==> config.mk <==
export PLATFORM = sky130hd
export DESIGN_NAME = weighted_multilevel_queue_scheduler
export DESIGN_NICKNAME = d
export VERILOG_FILES = /design/src/sv/wmlq_pkg.sv /design/src/sv/wmlq_ram.sv /design/src/sv/wmlq_front.sv /design/src/sv/wmlq_res_queue.sv /design/src/sv/wmlq_back.sv /design/src/sv/weighted_multilevel_queue_scheduler.sv
export VERILOG_INCLUDE_DIRS = /design/src /design/src/sv
export SDC_FILE = /design/constraint.sdc
export NUM_CORES = 2
export LEC_CHECK = 0
export BUFFER_PORTS_ARGS = -buffer_cell sky130_fd_sc_hd__buf_4
export CAP_MARGIN = 20
export CORE_MARGIN = 4
export CORE_UTILIZATION = 64
export CTS_BUF_LIST = sky130_fd_sc_hd__clkbuf_4
export CTS_CLUSTER_DIAMETER = 150
export DETAILED_ROUTE_END_ITERATION = 8
export HOLD_SLACK_MARGIN = 0.03
export PLACE_DENSITY = 0.81
export SLEW_MARGIN = 20
export SYNTH_ARGS = -nofsm -noshare
export SYNTH_HDL_FRONTEND = slang
export SYNTH_SLANG_ARGS = --single-unit
==> constraint.sdc <==
create_clock -name clk -period 20.7 [get_ports clk]
set_input_delay 1.035 -clock clk [delete_from_list [all_inputs] [get_ports clk]]
set_output_delay 1.035 -clock clk [all_outputs]
set_load 0.05 [all_outputs]
==> src/sv/weighted_multilevel_queue_scheduler_macros.svh <==
// Assertion macros shared by the scheduler RTL.
`ifndef WEIGHTED_MULTILEVEL_QUEUE_SCHEDULER_MACROS_SVH
`define WEIGHTED_MULTILEVEL_QUEUE_SCHEDULER_MACROS_SVH

// Same-cycle implication, disabled while reset is asserted.
`define WMLQ_ASSERT_IMP(label, clk, rst_n, cond, expr, msg) \
    label: assert property (@(posedge clk) disable iff (!rst_n) (cond) |-> (expr)) \
        else $error(msg);

// Next-cycle implication, disabled while reset is asserted.
`define WMLQ_ASSERT_NXT(label, clk, rst_n, cond, expr, msg) \
    label: assert property (@(posedge clk) disable iff (!rst_n) (cond) |=> (expr)) \
        else $error(msg);

`endif

==> src/sv/wmlq_pkg.sv <==
// Shared types, constants and codes of the weighted multilevel queue scheduler.
package wmlq_pkg;

    // Slot geometry; SLOTS must stay a power of two (ring pointers wrap naturally)
    localparam int SLOTS      = 16;
    localparam int NQUEUES    = 3;
    localparam int SLOT_W     = $clog2(SLOTS);
    localparam int QUEUE_W    = 2;
    localparam int ADDR_W     = QUEUE_W + SLOT_W;
    localparam int RAM_DEPTH  = NQUEUES * SLOTS;

    // Field widths
    localparam int MODE_W     = 2;
    localparam int ID_W       = 16;
    localparam int QUANT_W    = 24;
    localparam int CNT_W      = 4;
    localparam int SLOT_IDX_W = 4;
    localparam int DATA_W     = ID_W + QUANT_W;
    localparam int CFG_IDX_W  = 2;
    localparam int CFG_DATA_W = 24;

    // Queue depths between the parts
    localparam int CMDQ_DEPTH = 2;
    localparam int RESQ_DEPTH = 2;

    // Request modes
    localparam logic [MODE_W-1:0] MODE_ADD    = 2'd0;
    localparam logic [MODE_W-1:0] MODE_REMOVE = 2'd1;
    localparam logic [MODE_W-1:0] MODE_SCHED  = 2'd2;

    // Configuration register indexes
    localparam logic [CFG_IDX_W-1:0] CFG_BASE   = 2'd0;
    localparam logic [CFG_IDX_W-1:0] CFG_CYCLE  = 2'd1;
    localparam logic [CFG_IDX_W-1:0] CFG_FIRST  = 2'd2;
    localparam logic [CFG_IDX_W-1:0] CFG_SECOND = 2'd3;

    // Configuration reset values
    localparam logic [QUANT_W-1:0] BASE_RST   = 24'd10000000;
    localparam logic [CNT_W-1:0]   CYCLE_RST  = 4'd10;
    localparam logic [CNT_W-1:0]   FIRST_RST  = 4'd6;
    localparam logic [CNT_W-1:0]   SECOND_RST = 4'd9;

    // Status codes
    localparam logic STATUS_OK   = 1'b0;
    localparam logic STATUS_FAIL = 1'b1;

    // Queue numbers picked by the schedule
    localparam logic [QUEUE_W-1:0] QUEUE_HI  = 2'd0;
    localparam logic [QUEUE_W-1:0] QUEUE_MID = 2'd1;
    localparam logic [QUEUE_W-1:0] QUEUE_LO  = 2'd2;

    typedef enum logic [1:0] {
        CMD_ADD,
        CMD_REMOVE,
        CMD_SCHED,
        CMD_REJECT
    } cmd_kind_t;

    typedef struct packed {
        cmd_kind_t            kind;
        logic [ID_W-1:0]      id;
        logic [QUEUE_W-1:0]   queue;
    } cmd_t;

    typedef struct packed {
        logic                  status;
        logic [SLOT_IDX_W-1:0] slot_index;
        logic                  out_valid;
        logic [ID_W-1:0]       out_proc_id;
        logic [QUANT_W-1:0]    out_quantum;
        logic [QUEUE_W-1:0]    out_queue;
    } res_t;

    typedef struct packed {
        logic [QUANT_W-1:0] base_quantum;
        logic [CNT_W-1:0]   cycle_length;
        logic [CNT_W-1:0]   first_threshold;
        logic [CNT_W-1:0]   second_threshold;
    } cfg_t;

    typedef enum logic [2:0] {
        ST_IDLE = 3'b001,
        ST_SCAN = 3'b010,
        ST_HEAD = 3'b100
    } back_state_t;

endpackage

==> src/sv/wmlq_ram.sv <==
// Generic single-write, single-read RAM with registered read data.
module wmlq_ram #(
    parameter int WIDTH = 8,
    parameter int DEPTH = 16
) (
    input  logic                     clk,
    input  logic                     we,
    input  logic [$clog2(DEPTH)-1:0] waddr,
    input  logic [WIDTH-1:0]         wdata,
    input  logic [$clog2(DEPTH)-1:0] raddr,
    output logic [WIDTH-1:0]         rdata
);

    logic [WIDTH-1:0] mem_reg [DEPTH];
    logic [WIDTH-1:0] rdata_reg;

    // Write port and registered read port
    always_ff @(posedge clk)
    begin
        if (we)
        begin
            mem_reg[waddr] <= wdata;
        end
        rdata_reg <= mem_reg[raddr];
    end

    assign rdata = rdata_reg;

endmodule

==> src/sv/wmlq_front.sv <==
// Front part: accepts requests, classifies them and queues commands for the back part.
module wmlq_front (
    input  logic                          clk,
    input  logic                          rst_n,
    input  logic                          push,
    output logic                          full,
    input  logic [wmlq_pkg::MODE_W-1:0]   mode,
    input  logic [wmlq_pkg::ID_W-1:0]     proc_id,
    input  logic [wmlq_pkg::QUEUE_W-1:0]  priority_req,
    output logic                          cmd_valid,
    output wmlq_pkg::cmd_t                cmd,
    input  logic                          cmd_pop
);

    localparam int PTR_W = (wmlq_pkg::CMDQ_DEPTH > 1) ? $clog2(wmlq_pkg::CMDQ_DEPTH) : 1;
    localparam int CNT_W = $clog2(wmlq_pkg::CMDQ_DEPTH + 1);

    wmlq_pkg::cmd_t   cmdq_reg [wmlq_pkg::CMDQ_DEPTH];
    logic [PTR_W-1:0] wr_ptr_reg, wr_ptr_next;
    logic [PTR_W-1:0] rd_ptr_reg, rd_ptr_next;
    logic [CNT_W-1:0] count_reg, count_next;
    wmlq_pkg::cmd_t   cmd_in;
    logic             do_push;
    logic             do_pop;
    logic             bad_queue;

    // Classify the incoming request
    always_comb
    begin
        bad_queue    = (priority_req >= wmlq_pkg::QUEUE_W'(wmlq_pkg::NQUEUES));
        cmd_in.id    = proc_id;
        cmd_in.queue = priority_req;
        case (mode)
            wmlq_pkg::MODE_ADD:    cmd_in.kind = bad_queue ? wmlq_pkg::CMD_REJECT
                                                           : wmlq_pkg::CMD_ADD;
            wmlq_pkg::MODE_REMOVE: cmd_in.kind = bad_queue ? wmlq_pkg::CMD_REJECT
                                                           : wmlq_pkg::CMD_REMOVE;
            wmlq_pkg::MODE_SCHED:  cmd_in.kind = wmlq_pkg::CMD_SCHED;
            default:               cmd_in.kind = wmlq_pkg::CMD_REJECT;
        endcase
    end

    assign full      = (count_reg == CNT_W'(wmlq_pkg::CMDQ_DEPTH));
    assign cmd_valid = (count_reg != '0);
    assign cmd       = cmdq_reg[rd_ptr_reg];
    assign do_push   = push && !full;
    assign do_pop    = cmd_pop && cmd_valid;

    // Advance pointers and fill count
    always_comb
    begin
        wr_ptr_next = wr_ptr_reg;
        rd_ptr_next = rd_ptr_reg;
        count_next  = count_reg;
        if (do_push)
        begin
            wr_ptr_next = (wr_ptr_reg == PTR_W'(wmlq_pkg::CMDQ_DEPTH - 1)) ? '0
                                                                          : wr_ptr_reg + 1'b1;
        end
        if (do_pop)
        begin
            rd_ptr_next = (rd_ptr_reg == PTR_W'(wmlq_pkg::CMDQ_DEPTH - 1)) ? '0
                                                                          : rd_ptr_reg + 1'b1;
        end
        case ({do_push, do_pop})
            2'b10:   count_next = count_reg + 1'b1;
            2'b01:   count_next = count_reg - 1'b1;
            default: count_next = count_reg;
        endcase
    end

    always_ff @(posedge clk or negedge rst_n)
    begin
        if (!rst_n)
        begin
            wr_ptr_reg <= '0;
            rd_ptr_reg <= '0;
            count_reg  <= '0;
        end
        else
        begin
            wr_ptr_reg <= wr_ptr_next;
            rd_ptr_reg <= rd_ptr_next;
            count_reg  <= count_next;
        end
    end

    // Hold queued commands
    always_ff @(posedge clk)
    begin
        if (do_push)
        begin
            cmdq_reg[wr_ptr_reg] <= cmd_in;
        end
    end

endmodule

==> src/sv/wmlq_res_queue.sv <==
// Result queue between the back part and the result ports.
module wmlq_res_queue (
    input  logic           clk,
    input  logic           rst_n,
    input  logic           res_push,
    input  wmlq_pkg::res_t res_in,
    output logic           res_room,
    output logic           empty,
    input  logic           pop,
    output wmlq_pkg::res_t res_out
);

    localparam int PTR_W = (wmlq_pkg::RESQ_DEPTH > 1) ? $clog2(wmlq_pkg::RESQ_DEPTH) : 1;
    localparam int CNT_W = $clog2(wmlq_pkg::RESQ_DEPTH + 1);

    wmlq_pkg::res_t   resq_reg [wmlq_pkg::RESQ_DEPTH];
    logic [PTR_W-1:0] wr_ptr_reg, wr_ptr_next;
    logic [PTR_W-1:0] rd_ptr_reg, rd_ptr_next;
    logic [CNT_W-1:0] count_reg, count_next;
    logic             do_push;
    logic             do_pop;

    assign res_room = (count_reg != CNT_W'(wmlq_pkg::RESQ_DEPTH));
    assign empty    = (count_reg == '0);
    assign res_out  = resq_reg[rd_ptr_reg];
    assign do_push  = res_push && res_room;
    assign do_pop   = pop && !empty;

    // Advance pointers and fill count
    always_comb
    begin
        wr_ptr_next = wr_ptr_reg;
        rd_ptr_next = rd_ptr_reg;
        if (do_push)
        begin
            wr_ptr_next = (wr_ptr_reg == PTR_W'(wmlq_pkg::RESQ_DEPTH - 1)) ? '0
                                                                          : wr_ptr_reg + 1'b1;
        end
        if (do_pop)
        begin
            rd_ptr_next = (rd_ptr_reg == PTR_W'(wmlq_pkg::RESQ_DEPTH - 1)) ? '0
                                                                          : rd_ptr_reg + 1'b1;
        end
        case ({do_push, do_pop})
            2'b10:   count_next = count_reg + 1'b1;
            2'b01:   count_next = count_reg - 1'b1;
            default: count_next = count_reg;
        endcase
    end

    always_ff @(posedge clk or negedge rst_n)
    begin
        if (!rst_n)
        begin
            wr_ptr_reg <= '0;
            rd_ptr_reg <= '0;
            count_reg  <= '0;
        end
        else
        begin
            wr_ptr_reg <= wr_ptr_next;
            rd_ptr_reg <= rd_ptr_next;
            count_reg  <= count_next;
        end
    end

    // Hold waiting results
    always_ff @(posedge clk)
    begin
        if (do_push)
        begin
            resq_reg[wr_ptr_reg] <= res_in;
        end
    end

endmodule

==> src/sv/wmlq_back.sv <==
// Back part: executes add, remove and schedule commands on the slot store.
module wmlq_back (
    input  logic           clk,
    input  logic           rst_n,
    input  wmlq_pkg::cfg_t cfg,
    input  logic           cmd_valid,
    input  wmlq_pkg::cmd_t cmd,
    output logic           cmd_pop,
    input  logic           res_room,
    output logic           res_push,
    output wmlq_pkg::res_t res,
    output logic           busy
);

    localparam int SW = wmlq_pkg::SLOT_W;

    // Each queue is a ring: logical slot i lives at physical slot head + i
    wmlq_pkg::back_state_t                           state_reg, state_next;
    logic [wmlq_pkg::NQUEUES-1:0][wmlq_pkg::SLOTS-1:0] valid_reg, valid_next;
    logic [wmlq_pkg::NQUEUES-1:0][SW-1:0]             head_reg, head_next;
    logic [wmlq_pkg::CNT_W-1:0]                       sched_cnt_reg, sched_cnt_next;
    wmlq_pkg::cmd_t                                   cur_reg, cur_next;
    logic [SW:0]                                      iss_reg, iss_next;
    logic                                             pend_vld_reg, pend_vld_next;
    logic [SW-1:0]                                    pend_idx_reg, pend_idx_next;
    logic                                             hd_vld_reg, hd_vld_next;
    logic [wmlq_pkg::QUEUE_W-1:0]                     hd_queue_reg, hd_queue_next;

    logic                              ram_we;
    logic [wmlq_pkg::ADDR_W-1:0]       ram_waddr;
    logic [wmlq_pkg::DATA_W-1:0]       ram_wdata;
    logic [wmlq_pkg::ADDR_W-1:0]       ram_raddr;
    logic [wmlq_pkg::DATA_W-1:0]       ram_rdata;

    logic [wmlq_pkg::SLOTS-1:0]        add_lvalid;
    logic                              free_found;
    logic [SW-1:0]                     free_idx;
    logic [SW-1:0]                     free_phys;
    logic [wmlq_pkg::QUANT_W-1:0]      add_quant;
    logic [wmlq_pkg::QUEUE_W-1:0]      sched_q;
    logic [SW-1:0]                     sched_head;
    logic [wmlq_pkg::CNT_W:0]          cnt_inc;
    logic [wmlq_pkg::CNT_W-1:0]        cnt_wrap;
    logic [SW-1:0]                     scan_phys;
    logic [SW-1:0]                     issue_phys;
    logic                              scan_hit;
    logic                              scan_last;

    // Slot store: process id and quantum per slot
    wmlq_ram #(
        .WIDTH (wmlq_pkg::DATA_W),
        .DEPTH (wmlq_pkg::RAM_DEPTH)
    ) u_slot_ram (
        .clk   (clk),
        .we    (ram_we),
        .waddr (ram_waddr),
        .wdata (ram_wdata),
        .raddr (ram_raddr),
        .rdata (ram_rdata)
    );

    // Find the lowest free logical slot of the add queue
    always_comb
    begin
        for (int i = 0; i < wmlq_pkg::SLOTS; i++)
        begin
            add_lvalid[i] = valid_reg[cmd.queue][head_reg[cmd.queue] + SW'(i)];
        end
        free_found = 1'b0;
        free_idx   = '0;
        for (int i = wmlq_pkg::SLOTS - 1; i >= 0; i--)
        begin
            if (!add_lvalid[i])
            begin
                free_found = 1'b1;
                free_idx   = SW'(i);
            end
        end
        free_phys = head_reg[cmd.queue] + free_idx;
        add_quant = cfg.base_quantum >> cmd.queue;
    end

    // Pick the schedule queue and the next counter value
    always_comb
    begin
        if (sched_cnt_reg < cfg.first_threshold)
        begin
            sched_q = wmlq_pkg::QUEUE_HI;
        end
        else if (sched_cnt_reg < cfg.second_threshold)
        begin
            sched_q = wmlq_pkg::QUEUE_MID;
        end
        else
        begin
            sched_q = wmlq_pkg::QUEUE_LO;
        end
        sched_head = head_reg[sched_q];
        cnt_inc    = {1'b0, sched_cnt_reg} + 1'b1;
        cnt_wrap   = (cnt_inc >= {1'b0, cfg.cycle_length}) ? '0
                                                          : cnt_inc[wmlq_pkg::CNT_W-1:0];
    end

    // Compare the slot read last cycle against the remove id
    always_comb
    begin
        scan_phys  = head_reg[cur_reg.queue] + pend_idx_reg;
        issue_phys = head_reg[cur_reg.queue] + iss_reg[SW-1:0];
        scan_hit   = pend_vld_reg && valid_reg[cur_reg.queue][scan_phys]
                     && (ram_rdata[wmlq_pkg::DATA_W-1 -: wmlq_pkg::ID_W] == cur_reg.id);
        scan_last  = pend_vld_reg && (pend_idx_reg == SW'(wmlq_pkg::SLOTS - 1));
    end

    // Command sequencer
    always_comb
    begin
        state_next     = state_reg;
        valid_next     = valid_reg;
        head_next      = head_reg;
        sched_cnt_next = sched_cnt_reg;
        cur_next       = cur_reg;
        iss_next       = iss_reg;
        pend_vld_next  = pend_vld_reg;
        pend_idx_next  = pend_idx_reg;
        hd_vld_next    = hd_vld_reg;
        hd_queue_next  = hd_queue_reg;
        ram_we         = 1'b0;
        ram_waddr      = {cmd.queue, free_phys};
        ram_wdata      = {cmd.id, add_quant};
        ram_raddr      = {cur_reg.queue, issue_phys};
        cmd_pop        = 1'b0;
        res_push       = 1'b0;
        res            = '0;

        case (state_reg)
            wmlq_pkg::ST_IDLE:
            begin
                if (cmd_valid && res_room)
                begin
                    cmd_pop = 1'b1;
                    case (cmd.kind)
                        wmlq_pkg::CMD_ADD:
                        begin
                            res_push = 1'b1;
                            if (free_found)
                            begin
                                ram_we                          = 1'b1;
                                valid_next[cmd.queue][free_phys] = 1'b1;
                                res.status      = wmlq_pkg::STATUS_OK;
                                res.slot_index  = wmlq_pkg::SLOT_IDX_W'(free_idx);
                                res.out_quantum = add_quant;
                            end
                            else
                            begin
                                res.status = wmlq_pkg::STATUS_FAIL;
                            end
                        end
                        wmlq_pkg::CMD_REMOVE:
                        begin
                            cur_next      = cmd;
                            iss_next      = '0;
                            pend_vld_next = 1'b0;
                            state_next    = wmlq_pkg::ST_SCAN;
                        end
                        wmlq_pkg::CMD_SCHED:
                        begin
                            // Pop the head: drop its valid bit and advance the ring
                            ram_raddr                     = {sched_q, sched_head};
                            hd_vld_next                   = valid_reg[sched_q][sched_head];
                            hd_queue_next                 = sched_q;
                            valid_next[sched_q][sched_head] = 1'b0;
                            head_next[sched_q]            = sched_head + 1'b1;
                            sched_cnt_next                = cnt_wrap;
                            state_next                    = wmlq_pkg::ST_HEAD;
                        end
                        default:
                        begin
                            res_push   = 1'b1;
                            res.status = wmlq_pkg::STATUS_FAIL;
                        end
                    endcase
                end
            end
            wmlq_pkg::ST_HEAD:
            begin
                res_push      = 1'b1;
                res.status    = wmlq_pkg::STATUS_OK;
                res.out_valid = hd_vld_reg;
                res.out_queue = hd_queue_reg;
                if (hd_vld_reg)
                begin
                    res.out_proc_id = ram_rdata[wmlq_pkg::DATA_W-1 -: wmlq_pkg::ID_W];
                    res.out_quantum = ram_rdata[wmlq_pkg::QUANT_W-1:0];
                end
                state_next = wmlq_pkg::ST_IDLE;
            end
            wmlq_pkg::ST_SCAN:
            begin
                if (scan_hit)
                begin
                    valid_next[cur_reg.queue][scan_phys] = 1'b0;
                    res_push       = 1'b1;
                    res.status     = wmlq_pkg::STATUS_OK;
                    res.slot_index = wmlq_pkg::SLOT_IDX_W'(pend_idx_reg);
                    state_next     = wmlq_pkg::ST_IDLE;
                end
                else if (scan_last)
                begin
                    res_push   = 1'b1;
                    res.status = wmlq_pkg::STATUS_FAIL;
                    state_next = wmlq_pkg::ST_IDLE;
                end
                else
                begin
                    // Issue the next slot read; it is compared in the following cycle
                    pend_vld_next = 1'b1;
                    pend_idx_next = iss_reg[SW-1:0];
                    iss_next      = iss_reg + 1'b1;
                end
            end
            default:
            begin
                state_next = wmlq_pkg::ST_IDLE;
            end
        endcase
    end

    assign busy = (state_reg != wmlq_pkg::ST_IDLE);

    // Control state
    always_ff @(posedge clk or negedge rst_n)
    begin
        if (!rst_n)
        begin
            state_reg     <= wmlq_pkg::ST_IDLE;
            valid_reg     <= '0;
            head_reg      <= '0;
            sched_cnt_reg <= '0;
            iss_reg       <= '0;
            pend_vld_reg  <= 1'b0;
        end
        else
        begin
            state_reg     <= state_next;
            valid_reg     <= valid_next;
            head_reg      <= head_next;
            sched_cnt_reg <= sched_cnt_next;
            iss_reg       <= iss_next;
            pend_vld_reg  <= pend_vld_next;
        end
    end

    // Payload of the command in progress
    always_ff @(posedge clk)
    begin
        cur_reg      <= cur_next;
        pend_idx_reg <= pend_idx_next;
        hd_vld_reg   <= hd_vld_next;
        hd_queue_reg <= hd_queue_next;
    end

endmodule

==> src/sv/weighted_multilevel_queue_scheduler.sv <==
// Top level of the weighted multilevel queue scheduler.
// Add and rejected requests give their result without a slot read; schedule reads the head
// slot, and remove reads one slot per cycle until it finds the id or reaches the last slot.
// One add or reject is taken per cycle while the result queue has room; no new command
// is taken while a schedule or remove is in progress.
// Reset clears slot valid bits, ring heads and the schedule counter and loads config defaults.
`include "weighted_multilevel_queue_scheduler_macros.svh"
module weighted_multilevel_queue_scheduler (
    input  logic                              clk,
    input  logic                              rst_n,
    input  logic                              push,
    output logic                              full,
    input  logic [wmlq_pkg::MODE_W-1:0]       mode,
    input  logic [wmlq_pkg::ID_W-1:0]         proc_id,
    input  logic [wmlq_pkg::QUEUE_W-1:0]      priority_req,
    output logic                              empty,
    input  logic                              pop,
    output logic                              status,
    output logic [wmlq_pkg::SLOT_IDX_W-1:0]   slot_index,
    output logic                              out_valid,
    output logic [wmlq_pkg::ID_W-1:0]         out_proc_id,
    output logic [wmlq_pkg::QUANT_W-1:0]      out_quantum,
    output logic [wmlq_pkg::QUEUE_W-1:0]      out_queue,
    input  logic                              cfg_valid,
    output logic                              cfg_ready,
    input  logic [wmlq_pkg::CFG_IDX_W-1:0]    cfg_index,
    input  logic [wmlq_pkg::CFG_DATA_W-1:0]   cfg_data
);

    wmlq_pkg::cfg_t cfg_reg, cfg_next;
    wmlq_pkg::cmd_t cmd;
    wmlq_pkg::res_t res;
    wmlq_pkg::res_t res_out;
    logic           cmd_valid;
    logic           cmd_pop;
    logic           res_push;
    logic           res_room;
    logic           back_busy;

    // Configuration writes are always taken
    assign cfg_ready = 1'b1;

    always_comb
    begin
        cfg_next = cfg_reg;
        if (cfg_valid && cfg_ready)
        begin
            case (cfg_index)
                wmlq_pkg::CFG_BASE:   cfg_next.base_quantum     = cfg_data;
                wmlq_pkg::CFG_CYCLE:  cfg_next.cycle_length     = cfg_data[wmlq_pkg::CNT_W-1:0];
                wmlq_pkg::CFG_FIRST:  cfg_next.first_threshold  = cfg_data[wmlq_pkg::CNT_W-1:0];
                wmlq_pkg::CFG_SECOND: cfg_next.second_threshold = cfg_data[wmlq_pkg::CNT_W-1:0];
                default:              cfg_next = cfg_reg;
            endcase
        end
    end

    always_ff @(posedge clk or negedge rst_n)
    begin
        if (!rst_n)
        begin
            cfg_reg.base_quantum     <= wmlq_pkg::BASE_RST;
            cfg_reg.cycle_length     <= wmlq_pkg::CYCLE_RST;
            cfg_reg.first_threshold  <= wmlq_pkg::FIRST_RST;
            cfg_reg.second_threshold <= wmlq_pkg::SECOND_RST;
        end
        else
        begin
            cfg_reg <= cfg_next;
        end
    end

    // Accept and classify requests
    wmlq_front u_front (
        .clk          (clk),
        .rst_n        (rst_n),
        .push         (push),
        .full         (full),
        .mode         (mode),
        .proc_id      (proc_id),
        .priority_req (priority_req),
        .cmd_valid    (cmd_valid),
        .cmd          (cmd),
        .cmd_pop      (cmd_pop)
    );

    // Execute commands on the slot store
    wmlq_back u_back (
        .clk       (clk),
        .rst_n     (rst_n),
        .cfg       (cfg_reg),
        .cmd_valid (cmd_valid),
        .cmd       (cmd),
        .cmd_pop   (cmd_pop),
        .res_room  (res_room),
        .res_push  (res_push),
        .res       (res),
        .busy      (back_busy)
    );

    // Hold results until transfer
    wmlq_res_queue u_res_queue (
        .clk      (clk),
        .rst_n    (rst_n),
        .res_push (res_push),
        .res_in   (res),
        .res_room (res_room),
        .empty    (empty),
        .pop      (pop),
        .res_out  (res_out)
    );

    assign status      = res_out.status;
    assign slot_index  = res_out.slot_index;
    assign out_valid   = res_out.out_valid;
    assign out_proc_id = res_out.out_proc_id;
    assign out_quantum = res_out.out_quantum;
    assign out_queue   = res_out.out_queue;

    // Check the hand-off between the parts
    `WMLQ_ASSERT_IMP(a_res_room, clk, rst_n, res_push, res_room, "result queue overflow")
    `WMLQ_ASSERT_IMP(a_cmd_pop, clk, rst_n, cmd_pop, cmd_valid && !back_busy, "bad command pop")
    `WMLQ_ASSERT_NXT(a_res_visible, clk, rst_n, res_push, !empty, "pushed result not visible")

endmodule
* Word level (Yosys, flattened, before mapping)
Memory sizes are Yosys's and may differ from the RTL's. A register that Yosys moved wholly into a read port is not among the register bits. Index checks and enable logic that the tools add are counted.
Storage, ports and cells: bits in registers 142, memory bits (writable) 2056, input port bits 51, output and inout port bits 51, logic and storage cells 322, memories kept 3
Cells by class: add/subtract/negate cells 29, order comparisons 32, equal/unequal tests 27, shift operators 1, mux-type cells 163, bitwise logic cells 7, reduce and logical (&&, ||, !) cells 35
Memory list:
- u_back.u_slot_ram.mem_reg | depth 48, width 40, read ports 1, clocked after Yosys merged registers in 1, write ports 1, line wmlq_ram.sv:14 | logic [WIDTH-1:0] mem_reg [DEPTH];
- u_res_queue.resq_reg | depth 2, width 48, read ports 1, clocked after Yosys merged registers in 0, write ports 1, line wmlq_res_queue.sv:16 | wmlq_pkg::res_t resq_reg [wmlq_pkg::RESQ_DEPTH];
- u_front.cmdq_reg | depth 2, width 20, read ports 1, clocked after Yosys merged registers in 0, write ports 1, line wmlq_front.sv:18 | wmlq_pkg::cmd_t cmdq_reg [wmlq_pkg::CMDQ_DEPTH];
Operator list (number):
- 48-bit case mux with 2 select lines | 2
- 48-bit 2-to-1 mux | 3
- 48-bit bitwise AND | 2
- 16-bit binary-select mux with 2-bit select | 3
- 16-bit demux with 2-bit select | 3
- 16-bit 2-to-1 mux | 6
- 4-bit 2-to-1 mux | 24
- 48-bit inverter | 2
- 4-bit by 5-bit less-than comparator with 1-bit output, second input constant | 19
- 1-bit binary-select mux with 4-bit select | 18
- 24-bit 2-to-1 mux | 3
- 1-bit 2-to-1 mux | 63
- 48-bit OR | 1
- 24-bit case mux with 2 select lines | 1
- 40-bit 2-to-1 mux | 1
- 4-bit adder, second input constant | 8
- 5-bit 2-to-1 mux | 5
- 4-bit binary-select mux with 2-bit select | 3
- 24-bit by 2-bit >> shifter with 24-bit output | 1
- 6-bit 2-to-1 mux | 3
- 17-bit 2-to-1 mux | 1
- 4-bit by 3-bit adder with 4-bit output, second input constant | 4
- 16-bit == test | 1
- 2-bit == test, second input constant | 7
- other kinds (45) | 110

* Longest topological paths before layout
An unclocked memory read counts as a cell.
word-level depth 34, gate-level depth with buffers 26, gate-level depth less buffers 22

* Cells and area by module
From an unflattened synthesis, not the netlist that was laid out.
Unflattened totals: cells, all modules 4979, area total of the unflattened synthesis 91392.7 µm²
Modules (own cells, without submodules):
- wmlq_ram | times used 1, cells each 3618, area each 75087.0 µm², seq. area each 58456.1 µm²
- wmlq_back | times used 1, cells each 1032, area each 9556.7 µm², seq. area each 2553.7 µm²
- wmlq_res_queue | times used 1, cells each 166, area each 3699.8 µm², seq. area each 2982.9 µm²
- wmlq_front | times used 1, cells each 83, area each 1652.8 µm², seq. area each 1301.2 µm²
- weighted_multilevel_queue_scheduler | times used 1, cells each 80, area each 1396.3 µm², seq. area each 918.4 µm²

* Worst setup path after synthesis
No wires, ideal clock.
path kind reg-to-reg, start register u_front.rd_ptr_reg, end memory u_back.u_slot_ram.mem_reg[20][0] in the netlist's numbering (enable), setup time 487 ps, data arrival time 7919 ps, required time 20213 ps, setup slack 12294 ps, cell stages (with the launch flop) 24, buffers on the path 5, clock period less this slack 8406 ps, cells stage by stage dfrtp_1 -> or3b_2 -> nand2_2 -> o2bb2ai_1 -> buf_4 -> buf_6 -> buf_2 -> ha_1 -> mux4_2 -> mux4_2 -> o21a_1 -> o31ai_1 -> a21oi_1 -> o31ai_1 -> a31o_2 -> a21oi_1 -> nor2_1 -> ha_1 -> ha_1 -> or2_2 -> clkbuf_1 -> or3_1 -> clkbuf_1 -> nor3_1
Between the ends: cells in the longest elaborated chain, start to end 28, elaborated cells between the ends (all ways) 92, those cells by class add/sub: 16; mux: 74; reduce/logical: 1; memory: 1
Ends and longest elaborated chain:
- start, declared | line wmlq_front.sv:20 | logic [PTR_W-1:0] rd_ptr_reg, rd_ptr_next;
- start signal, assigned | line wmlq_front.sv:83 | rd_ptr_reg <= rd_ptr_next;
- memory 2 x 20 bit *
- 4-bit binary-select mux with 2-bit select | line wmlq_back.sv:67, wmlq_back.sv:79
- 4-bit 2-to-1 mux (implied by the code) | line wmlq_back.sv:67, wmlq_back.sv:79
- 4-bit adder | line wmlq_back.sv:67 | add_lvalid[i] = valid_reg[cmd.queue][head_reg[cmd.queue] + SW'(i)];
- 1-bit binary-select mux with 4-bit select | line wmlq_back.sv:67
- 1-bit 2-to-1 mux (implied by the code) | line wmlq_back.sv:67
- 1-bit 2-to-1 mux (16 in series) | line wmlq_back.sv:73 | if (!add_lvalid[i])
- 1-bit 2-to-1 mux | line wmlq_back.sv:145 | if (free_found)
- 1-bit 2-to-1 mux | line wmlq_back.sv:141 | case (cmd.kind)
- 1-bit 2-to-1 mux | line wmlq_back.sv:138 | if (cmd_valid && res_room)
- 1-bit 2-to-1 mux | line wmlq_back.sv:135 | case (state_reg)
- 1-bit 2-to-1 mux | line wmlq_ram.sv:20 | if (we)
- 1-bit 2-to-1 mux (implied by the code) | line wmlq_ram.sv:22 | mem_reg[waddr] <= wdata;
- end, declared | line wmlq_ram.sv:14
Every way passes the cells marked *; elsewhere a longest branch is shown, timed or not. The select of a mux whose other input is x is not followed.

* Worst setup path in the final report
start register u_front.rd_ptr_reg, end register u_back.u_slot_ram.rdata_reg[32] (netlist: u_back.u_slot_ram.rdata[32]), read port of u_back.u_slot_ram.mem_reg
Between the ends: cells in the longest elaborated chain, start to end 5
Ends and longest elaborated chain:
- memory 2 x 20 bit
- 2-bit == test | line wmlq_back.sv:141
- 6-bit 2-to-1 mux | line wmlq_back.sv:141
- 6-bit 2-to-1 mux | line wmlq_back.sv:138
- 6-bit 2-to-1 mux | line wmlq_back.sv:135
- end, declared | line wmlq_ram.sv:15 | logic [WIDTH-1:0] rdata_reg;
No other way between the ends. A chain may end at the register's enable or synchronous reset.

==> flow_metrics.tcl <==
set metrics [dict create \
    start_kind "flip-flop" \
    stdcell_area_sq_um 104600 \
    grt_pass1_vias 63290 \
    yosys_warnings 0 \
    synthDistinctLibCells 72 \
    yosysTopAreaCell "edfxtp_1" \
    setup_ws_ns 12.35 \
    track_usage_pct 34.87 \
    grt_use_met3_pct 10.43 \
    crit_path_top_delay_cell "o311ai_1" \
    fin_tns_setup_ns 0 \
    htree_levels 6 \
    layout_min_cycle_time_ns 8.350 \
    vias_per_cell 6.574 \
    clockBufferDepth 4 \
    status "finished clean" \
    arrival_ns 9.60 \
    required_ns 21.95 \
    setup_viol_count_final 0 \
    postSynthAreaPerCell_sq_um 13.18 \
    grt_setup_unrepaired "no" \
    critPathKind "flip-flop to flip-flop" \
    synth_ff_type "edfxtp_1" \
    die_w_um 390.1 \
    drt-initial-drc-count 9221 \
    crit_path_cell_trace "buf_4 -> mux2i_1 -> inv_1 -> ha_1 -> buf_4 -> nand2_1 -> buf_4 -> inv_1 -> a21boi_4 -> buf_12 -> buf_4 -> buf_12 -> buf_12 -> nand2_1 -> and3_1 -> a311o_1 -> and3_1 -> o311ai_1 -> o21a_1" \
    port_buffers 100 \
    clk_latency_ns 1.35 \
    numCtsBuffers 566 \
    hold_class "input pin to flip-flop" \
    ys_seq_area_share_pct 70.87 \
    end_kind "flip-flop" \
    ctsRootBufferMaster "clkbuf_4" \
    dr.pass1.iters 8 \
    ant_nets 0 \
    cts_setup_buffers 0 \
    grt_use_met1_pct 46.99 \
    drt-wirelength-per-cell_um 27.40 \
    skew_ns 0.1140 \
    dpl.hpwl_um 150600 \
    clk_pin_slew_ns 0.06 \
    syn_nets 7174 \
    synth-seq-cells 2237 \
    nets 7575 \
    hold_viol_final 0 \
    cts_tree "yes" \
    die_h_um 390.1 \
    worst_slew_pin_slew_ns 1.296 \
    cp_common_cell "buf_4" \
    busiest_layer "met2" \
    largest_reg_flops 1920 \
    slew_headroom_pct 12.53 \
    grt_pass1_wl_um 393600 \
    gr-usage-met2_pct 53.08 \
    globalRouteOverflowTotal 0 \
    vias 64340 \
    wirelength_um 268100 \
    fmax_mhz 119.8 \
    postSynthCellCount 7090 \
    slew_violations 0 \
    grt_max_degree 168 \
    place_congestion 0.9651 \
    drv_cap 0 \
    pre_cts_ws_ns 12.66 \
    path_max_fanout 163 \
    core-area_sq_um 144400 \
    rows 139 \
    async_flop_share_pct 5.186 \
    cts.sinks 2237 \
    slowest_delay_ns 0.99 \
    drc 0 \
    fill_cells 8933 \
    synth_top_area_share_pct 66.89 \
    synthTopCellsByArea "edfxtp_1, nand2_1, dfrtp_1" \
    place_area_sq_um 96940 \
    synth-edff-count 2081 \
    dieArea_sq_um 152200 \
    antenna_found_initial 17 \
    final_layout_size_suffix_gt1_share_pct 19.34 \
    synth_area_sq_um 93420 \
    pin_count 102 \
    syn_to_final_growth_pct 11.98 \
    post-route-period-util_pct 40.34 \
    initial_core_util_pct 64.72 \
]
==> layout make-up <==
class | instances | area [sq um] | area share [%]
clock inverters | 95 | 734.5 | 0.7020
inverters | 39 | 146.4 | 0.1399
repair buffers | 338 | 2803 | 2.679
clock buffers | 855 | 6419 | 6.135
multi-input cells | 4309 | 25890 | 24.75
flip-flops and latches | 2237 | 66210 | 63.29
diodes | 11 | 27.53 | 0.02631
well taps | 1903 | 2381 | 2.276
==> worst max-delay path, delay by kind of cell, from the launching register on <==
family                   cells  cell delay, ns
buffers and inverters        9            3.89
adder cells (fa/ha/maj)      1            0.20
AND/OR/NAND/NOR              4            0.61
flip-flops                   1            0.41
AO/OA/AOI/OAI                4            2.46
multiplexers                 1            0.37
==> layout by cell type (no fill, tap or decap), types with 21 or more instances in the layout <==
cell | netlist | layout
edfxtp_1 | 2081 | 2081
nand2_1 | 1828 | 1828
clkbuf_4 | 0 | 855
nand3_1 | 379 | 379
and3_1 | 348 | 348
buf_4 | 6 | 278
a311oi_1 | 200 | 200
mux2i_1 | 196 | 173
mux2_2 | 151 | 149
o21ai_0 | 140 | 138
dfrtp_1 | 101 | 100
o211ai_1 | 90 | 90
a31oi_1 | 89 | 89
a211oi_1 | 85 | 85
a21oi_1 | 75 | 69
o311ai_0 | 81 | 59
clkinv_1 | 0 | 58
nor2_1 | 75 | 56
and2_1 | 54 | 53
dlygate4sd3_1 | 0 | 47
o21a_1 | 46 | 45
a31o_2 | 42 | 42
a311o_1 | 40 | 40
dfxtp_1 | 40 | 40
inv_1 | 35 | 35
a22o_1 | 35 | 35
a22oi_1 | 35 | 35
xnor2_1 | 34 | 33
nor3_2 | 0 | 32
ha_1 | 31 | 31
mux2i_4 | 0 | 21
==> logic make-up (layout without fill, tap and decap cells) <==
group / Yosys count / count (layout) / synth area share [%]
and+or+nand+nor: 2801 / 2801 / 13.13
other: 1 / 12 / 0.004014
xor gates and xnor gates: 55 / 55 / 0.5317
adders and majority gates: 33 / 33 / 0.4580
AOI/OAI and AO/OA: 1056 / 1056 / 8.466
muxes: 363 / 363 / 4.306
DFF: 2237 / 2237 / 70.87
buffers and inverters: 544 / 1327 / 2.231
==> repair_timing <==
| action | 4_1_cts | 5_1_grt |
|---|---|---|
| endpoints found under the setup margin | 0 | 0 |
| hold buffers | 47 | 0 |
| endpoints found under the hold margin | 116 | 0 |
| gates resized for setup | 0 | 0 |
==> cell usage after synthesis, types with 54 or more instances <==
master,count
edfxtp_1,2081
nand2_1,1828
clkbuf_1,408
nand3_1,379
and3_1,348
a311oi_1,200
mux2i_1,196
mux2_2,151
o21ai_0,140
dfrtp_1,101
o211ai_1,90
a31oi_1,89
a211oi_1,85
o311ai_0,81
buf_1,80
a21oi_1,75
nor2_1,75
and2_1,54
==> per-stage QoR <==
step / util [%] / hold slack [ns] / instances
after floorplan: - / 0.4555 / 7090
after global placement: 67.14 / 0.4821 / 8777
after detailed placement: 67.15 / 0.4982 / 8778
after CTS: 72.43 / 0.07472 / 9775
after global routing: 72.47 / 0.1417 / 9782
final: 72.47 / 0.2188 / 9787
==> routing by layer <==
| metal | vias up | routed length [um] |
|---|---|---|
| li1 | 27730 | - |
| met1 | 31200 | 95710 |
| met2 | 4677 | 123200 |
| met3 | 713 | 37240 |
| met4 | 10 | 11920 |
| met5 | - | 65 |
==> worst paths after layout <==
path | start | cells after the start | endpoint | slack (ns)
setup / recovery | u_front.rd_ptr_reg$_DFFE_PN0P_ | 19 | u_back.u_slot_ram.rdata[32]$_DFF_P_ | 12.35
hold / removal | pop | 3 | u_res_queue.rd_ptr_reg$_DFFE_PN0P_ | 0.22
setup reg to reg | u_front.rd_ptr_reg$_DFFE_PN0P_ | 19 | u_back.u_slot_ram.rdata[32]$_DFF_P_ | 12.35
hold reg to reg | cfg_reg[10]$_DFFE_PN0P_ | 1 | cfg_reg[10]$_DFFE_PN0P_ | 0.51
max in group asynchronous | rst_n | 3 | u_res_queue.rd_ptr_reg$_DFFE_PN0P_ | 18.84
min in group asynchronous | rst_n | 2 | cfg_reg[28]$_DFFE_PN0P_ | 0.36
Power is left out: the tool's default activity adds up to more than one toggle a clock period on the data nets, which glitch-free logic cannot reach.
